File: src/design/tkn_pkg.sv
// shared types for the top-k nearest selector
// entry record, per-cell command group and sequencer states; no dependencies
package tkn_pkg;

  localparam int unsigned DIST_W = 32;
  localparam int unsigned ID_W   = 32;
  localparam int unsigned KC_W   = 5;
  localparam int unsigned RANK_W = 4;

  // one kept candidate
  typedef struct packed {
    logic              valid;
    logic [DIST_W-1:0] distance;
    logic [ID_W-1:0]   id;
  } entry_t;

  // command broadcast to every cell
  typedef struct packed {
    logic insert;
    logic shift;
    logic trim;
  } cell_cmd_t;

  typedef enum logic [0:0] {
    ST_IDLE,
    ST_DRAIN
  } state_t;

endpackage

File: src/design/tkn_cell.sv
// one slot of the sorted insertion chain
// depends on tkn_pkg for entry_t and cell_cmd_t
module tkn_cell (
  input  logic                         clk,
  input  logic                         rst,
  input  tkn_pkg::cell_cmd_t           cmd,
  input  logic                         en,
  input  logic [tkn_pkg::DIST_W-1:0]   cand_distance,
  input  logic [tkn_pkg::ID_W-1:0]     cand_id,
  input  tkn_pkg::entry_t              left_entry,
  input  logic                         left_ins,
  input  tkn_pkg::entry_t              right_entry,
  output tkn_pkg::entry_t              entry,
  output logic                         ins
);
  import tkn_pkg::*;

  entry_t entry_next;
  logic   closer;

  // strict order: distance first, then id
  assign closer = (cand_distance < entry.distance) ||
                  ((cand_distance == entry.distance) && (cand_id < entry.id));

  // candidate lands here or further left
  assign ins = en && (!entry.valid || closer);

  // next slot content
  always_comb begin
    entry_next = entry;
    if (cmd.insert) begin
      if (!en) begin
        entry_next.valid = 1'b0;
      end else if (ins) begin
        if (left_ins) begin
          entry_next = left_entry;
        end else begin
          entry_next.valid    = 1'b1;
          entry_next.distance = cand_distance;
          entry_next.id       = cand_id;
        end
      end
    end else if (cmd.shift) begin
      entry_next = right_entry;
    end else if (cmd.trim) begin
      entry_next.valid = entry.valid && en;
    end
  end

  // slot register; only the valid bit is reset
  always_ff @(posedge clk) begin
    if (rst) begin
      entry.valid <= 1'b0;
    end else begin
      entry.valid <= entry_next.valid;
    end
    entry.distance <= entry_next.distance;
    entry.id       <= entry_next.id;
  end

endmodule

File: src/design/top_k_nearest_selector.sv
// top level of the top-k nearest selector: insertion chain, drain sequencer, output register
// depends on tkn_pkg and tkn_cell
//
// channel  | dir | fields (low bit up)
// s_*      | in  | tdata: distance[31:0], id[63:32]; tuser: kind (1 = finish)
// m_*      | out | tdata: rank[3:0], distance[35:4], id[67:36], zero[71:68];
//          |     | tuser: found; tlast: last
// cfg_*    | in  | cfg_wdata: keep_count
//
// a candidate is taken while idle; the whole chain compares it in parallel and shifts
// a finish drains one result per kept entry (at least one) as the chain shifts toward cell 0
// no input is taken while a finish drains; output stalls freeze the drain
// rst is synchronous; it empties the chain and sets keep_count to 1
module top_k_nearest_selector #(
  parameter int unsigned K_MAX = 16
) (
  input  logic        clk,
  input  logic        rst,
  input  logic        s_tvalid,
  output logic        s_tready,
  input  logic [63:0] s_tdata,   // distance, id
  input  logic        s_tuser,   // kind
  output logic        m_tvalid,
  input  logic        m_tready,
  output logic [71:0] m_tdata,   // rank, distance, id, zero fill
  output logic        m_tuser,   // found
  output logic        m_tlast,
  input  logic        cfg_we,
  input  logic [4:0]  cfg_wdata
);
  import tkn_pkg::*;

  localparam int unsigned NCELL = (K_MAX < 16) ? K_MAX : 16;

  state_t              state, state_next;
  logic [KC_W-1:0]     keep_count;
  logic [KC_W-1:0]     kc_eff;
  logic [RANK_W-1:0]   rank, rank_next;
  cell_cmd_t           cmd;
  logic                out_load;
  logic                m_tvalid_next;
  logic                in_xfer;
  logic                drain_last;

  entry_t              cells [NCELL];
  entry_t              left_e [NCELL];
  entry_t              right_e [NCELL];
  logic [NCELL-1:0]    ins;
  logic [NCELL-1:0]    left_ins;
  logic [NCELL-1:0]    en;
  logic [NCELL-1:0]    vld;

  assign in_xfer = s_tvalid && s_tready;

  // capacity in force: a config write trims against the new value
  assign kc_eff = cfg_we ? cfg_wdata : keep_count;

  // keep_count register
  always_ff @(posedge clk) begin
    if (rst) begin
      keep_count <= KC_W'(1);
    end else if (cfg_we) begin
      keep_count <= cfg_wdata;
    end
  end

  // cell chain
  genvar gi;
  generate
    for (gi = 0; gi < NCELL; gi++) begin : g_cell
      assign en[gi]  = kc_eff > KC_W'(gi);
      assign vld[gi] = cells[gi].valid;
      if (gi == 0) begin : g_first
        assign left_e[gi]   = '0;
        assign left_ins[gi] = 1'b0;
      end else begin : g_mid
        assign left_e[gi]   = cells[gi-1];
        assign left_ins[gi] = ins[gi-1];
      end
      if (gi == NCELL - 1) begin : g_end
        assign right_e[gi] = '0;
      end else begin : g_nxt
        assign right_e[gi] = cells[gi+1];
      end
      tkn_cell u_cell (
        .clk           (clk),
        .rst           (rst),
        .cmd           (cmd),
        .en            (en[gi]),
        .cand_distance (s_tdata[31:0]),
        .cand_id       (s_tdata[63:32]),
        .left_entry    (left_e[gi]),
        .left_ins      (left_ins[gi]),
        .right_entry   (right_e[gi]),
        .entry         (cells[gi]),
        .ins           (ins[gi])
      );
    end
  endgenerate

  // final result of a drain: empty chain or no successor
  assign drain_last = !cells[0].valid || !right_e[0].valid;
  assign out_load   = (state == ST_DRAIN) && (!m_tvalid || m_tready);

  // sequencer next state and controls
  always_comb begin
    state_next = state;
    rank_next  = rank;
    cmd        = '0;
    s_tready   = 1'b0;
    case (state)
      ST_IDLE: begin
        s_tready = 1'b1;
        cmd.trim = cfg_we;
        if (in_xfer) begin
          if (s_tuser) begin
            state_next = ST_DRAIN;
            rank_next  = '0;
          end else begin
            cmd.insert = 1'b1;
          end
        end
      end
      ST_DRAIN: begin
        if (out_load) begin
          cmd.shift = 1'b1;
          rank_next = rank + RANK_W'(1);
          if (drain_last) begin
            state_next = ST_IDLE;
          end
        end
      end
      default: begin
        state_next = ST_IDLE;
      end
    endcase
  end

  // state and rank registers
  always_ff @(posedge clk) begin
    if (rst) begin
      state <= ST_IDLE;
      rank  <= '0;
    end else begin
      state <= state_next;
      rank  <= rank_next;
    end
  end

  // output register
  assign m_tvalid_next = out_load ? 1'b1 : (m_tready ? 1'b0 : m_tvalid);

  always_ff @(posedge clk) begin
    if (rst) begin
      m_tvalid <= 1'b0;
    end else begin
      m_tvalid <= m_tvalid_next;
    end
  end

  always_ff @(posedge clk) begin
    if (out_load) begin
      m_tdata[3:0]   <= rank;
      m_tdata[35:4]  <= cells[0].valid ? cells[0].distance : '0;
      m_tdata[67:36] <= cells[0].valid ? cells[0].id : '0;
      m_tdata[71:68] <= '0;
      m_tuser        <= cells[0].valid;
      m_tlast        <= drain_last;
    end
  end

  // kept entries always form a prefix of the chain
  a_prefix: assert property (@(posedge clk) disable iff (rst)
    ((vld & (vld + NCELL'(1))) == '0))
    else $error("kept entries do not form a prefix");

  // an empty result always closes its run
  a_empty_last: assert property (@(posedge clk) disable iff (rst)
    (m_tvalid && !m_tuser) |-> m_tlast)
    else $error("empty result without last");

  // a finish starts a drain
  a_finish: assert property (@(posedge clk) disable iff (rst)
    (in_xfer && s_tuser) |=> (state == ST_DRAIN))
    else $error("finish did not start a drain");

  // the chain is empty once a drain has ended
  a_drained: assert property (@(posedge clk) disable iff (rst)
    (state == ST_DRAIN && state_next == ST_IDLE) |=> (vld == '0))
    else $error("entries left after drain");

endmodule
File: config.mk
export PLATFORM = sky130hd
export DESIGN_NAME = top_k_nearest_selector
export DESIGN_NICKNAME = d
export VERILOG_FILES = /design/src/design/tkn_pkg.sv /design/src/design/tkn_cell.sv /design/src/design/top_k_nearest_selector.sv
export SDC_FILE = /design/constraint.sdc
export NUM_CORES = 2
export LEC_CHECK = 0
export BUFFER_PORTS_ARGS = -buffer_cell sky130_fd_sc_hd__clkbuf_2
export CORE_UTILIZATION = 55
export CTS_CLUSTER_SIZE = 12
export DETAILED_ROUTE_END_ITERATION = 16
export MAX_ROUTING_LAYER = met4
export PLACE_DENSITY_LB_ADDON = 0.25
export SLEW_MARGIN = 20
export SYNTH_ARGS = -nofsm -noshare
export SYNTH_HDL_FRONTEND = slang
export SYNTH_HIERARCHICAL = 1
export SYNTH_SLANG_ARGS = --single-unit
File: constraint.sdc
create_clock -name clk -period 8.45 [get_ports clk]
set_input_delay 0.4225 -clock clk [delete_from_list [all_inputs] [get_ports clk]]
set_output_delay 0.4225 -clock clk [all_outputs]
set_load 0.05 [all_outputs]
==> results.md <==
- Status: complete, no violations
- Share of post-route cells with drive strength above 1: 7.37%
- Clock skew: 18.8 ps
- Setup_tns: 0 ps
- Sw frac: between 30% and 40%
- Period utilisation layout: a little under three fifths
- Max Clock Freq: approximately 0.21 GHz
- Overall die width: ~390 um
- Syn_area_per_cell: just under 10 um2
- Final WL: about 200 mm
- Clock Tree Root: clkbuf_16
- NetSw: roughly 5 mW
- Vias: between 60000 and 70000
- Synth warn: 6
- Max FO, Critical Path: 78
- H-tree depth: 4
- Starting Density: between 50% and 60%
- First-pass GRT wire length: 320 mm
- Worst-Skew Late Latency: 770 ps
- Max-slew headroom: about a quarter
- Setup Viol. Count Final: 0
- Worst Path Arrival: between 5000 and 6000 ps
- Die Span Y: around 390 um
- Vias per cell: 5.79
- PD cells: ~180 mW/mm2
- Critical path type: register to register
- Hold path cells: 3
- Pins Over Slew Limit: 0
- Final hold slack: between 80 and 90 ps
- Clk slew on worst S/H paths: 50 ps
- Worst setup EP type: register
- Pleak: 41.4 nW
- Cells after Synth: between 8000 and 9000
- Clock Power Share: around a third
- Commonest non-fill, non-tap cell in the layout: a21oi_1
- Post-CTS Setup Bufs: 0
- Clk buf depth: 3
- Maximum VDD drop: 190 uV
- Final Critical Period: between 4000 and 5000 ps
- Area Growth Syn to Fin: 8.91%
- RSZ-0062 raised after global routing: false
- Initial antenna violation count: 3
- Initial DRC Count: between 4000 and 5000
- Cell Int Power: roughly 11 mW
- CTS Buf Count: approximately 130
- Site Rows: 141
- # fillers: 12400
- Grt ovf: 0
- CP startpoint kind: register
- DP HPWL: ~150 mm
- Tightest Hold Check Type: input pin to register
- Worst R2R Path Depth: 6
- Gr usage total: a little over a quarter
- Drt pass-1 iters: 6
- CTS sink cnt: between 1000 and 1500
- IO buf count: roughly 150
- Post-route ant nets: 0
- Fin. Hold Viols: 0
- Max_cap viols: 0
- Largest net degree at the start of global routing: approximately 290
- GPL Wtd Cong: 0.932
- Die area: 0.151 mm2
- Seq pwr share: between 40% and 50%
- Post-layout util: 60.5%
- Logic gate share of total power: 21.9%
- Number of global-route vias before repair: roughly 60000
- Overall power: roughly 16 mW
- # nets final: ~9700
- Required @ worst endpoint: 8850 ps
- CTS tree: yes
- DR WL/cell: ~19 um
- Most frequent cells in the layout: 1383 x a21oi_1, 1143 x nor2_1, 1094 x edfxtp_1, 1090 x inv_1, 1027 x mux2i_1
- Core area: about 0.15 mm2
- Cell area after synthesis: around 0.082 mm2
- Ports: between 150 and 200
- DR DRC count: 0
- Measured slew at the worst slew-check pin: roughly 1100 ps
## power groups by stage
stage | Clock (mW) | Combinational, mW | Sequential, mW
detailed placement | 0 | 3.51 | 7.28
CTS | 5.69 | 3.53 | 7.16
finish | 5.58 | 3.57 | 7.17
global route | 5.89 | 4.00 | 7.22
global placement | 0 | 3.33 | 7.26
floorplan | 0 | 2.57 | 7.18
## flip-flops by register name, summed over array words and instances (netlist names)
name                 cells
rank                     4
m_tdata                 68
g_cell.u_cell/entry   1040
m_tvalid                 1
m_tlast                  1
m_tuser                  1
keep_count               5
state                    1
## per-layer routing
metal / track usage (%) / part of all wire [%]
met1: 38.2 / 48
met4: 9.30 / 3.1
met3: 2.85 / 5.4
met5: - / 0
met2: 39.0 / 43
## cell type report
class,count,area [um2],area share (%)
clock inverters,47,285,0.319
inverters,1091,4100,4.58
repair buffers,245,1660,1.86
flip-flops and latches,1121,33400,37.4
well taps,1930,2410,2.70
multi-input cells,6072,43600,48.8
diodes,3,7.51,0.00840
clock buffers,188,3880,4.34
## worst max-delay path: stages, from the launching register on
cell and delay, ps:
dfxtp_1 500, nor3b_2 970, buf_4 530, buf_4 690, nand2_1 230, o22ai_4 720
buf_4 580
## stage by stage
step / setup slack [ps] / area [um2] / instances
floorplan: 1100 / 82600 / 8651
global placement: 3400 / 85000 / 10400
detailed placement: 3380 / 85000 / 10400
CTS: 3810 / 89200 / 10700
global route: 3550 / 89400 / 10700
finish: 3790 / 89400 / 10700
## final timing paths
path / from / endpoint / slack, ps
worst min-delay path: cfg_wdata[1] / keep_count[1] / 80
worst max register to register: state / g_cell[3].u_cell/entry[5] / 3790
worst max-delay path: state / g_cell[3].u_cell/entry[5] / 3790
worst min register to register: rank[3] / m_tdata[3] / 470
## repair_timing
| action | 4_1_cts | 5_1_grt |
|---|---|---|
| hold buffers | 5 | 0 |
| resized for setup | 0 | 0 |
| setup endpoints to repair | 0 | 0 |
| hold endpoints to repair | 4 | 0 |
Power figures use the tool's default switching activity.
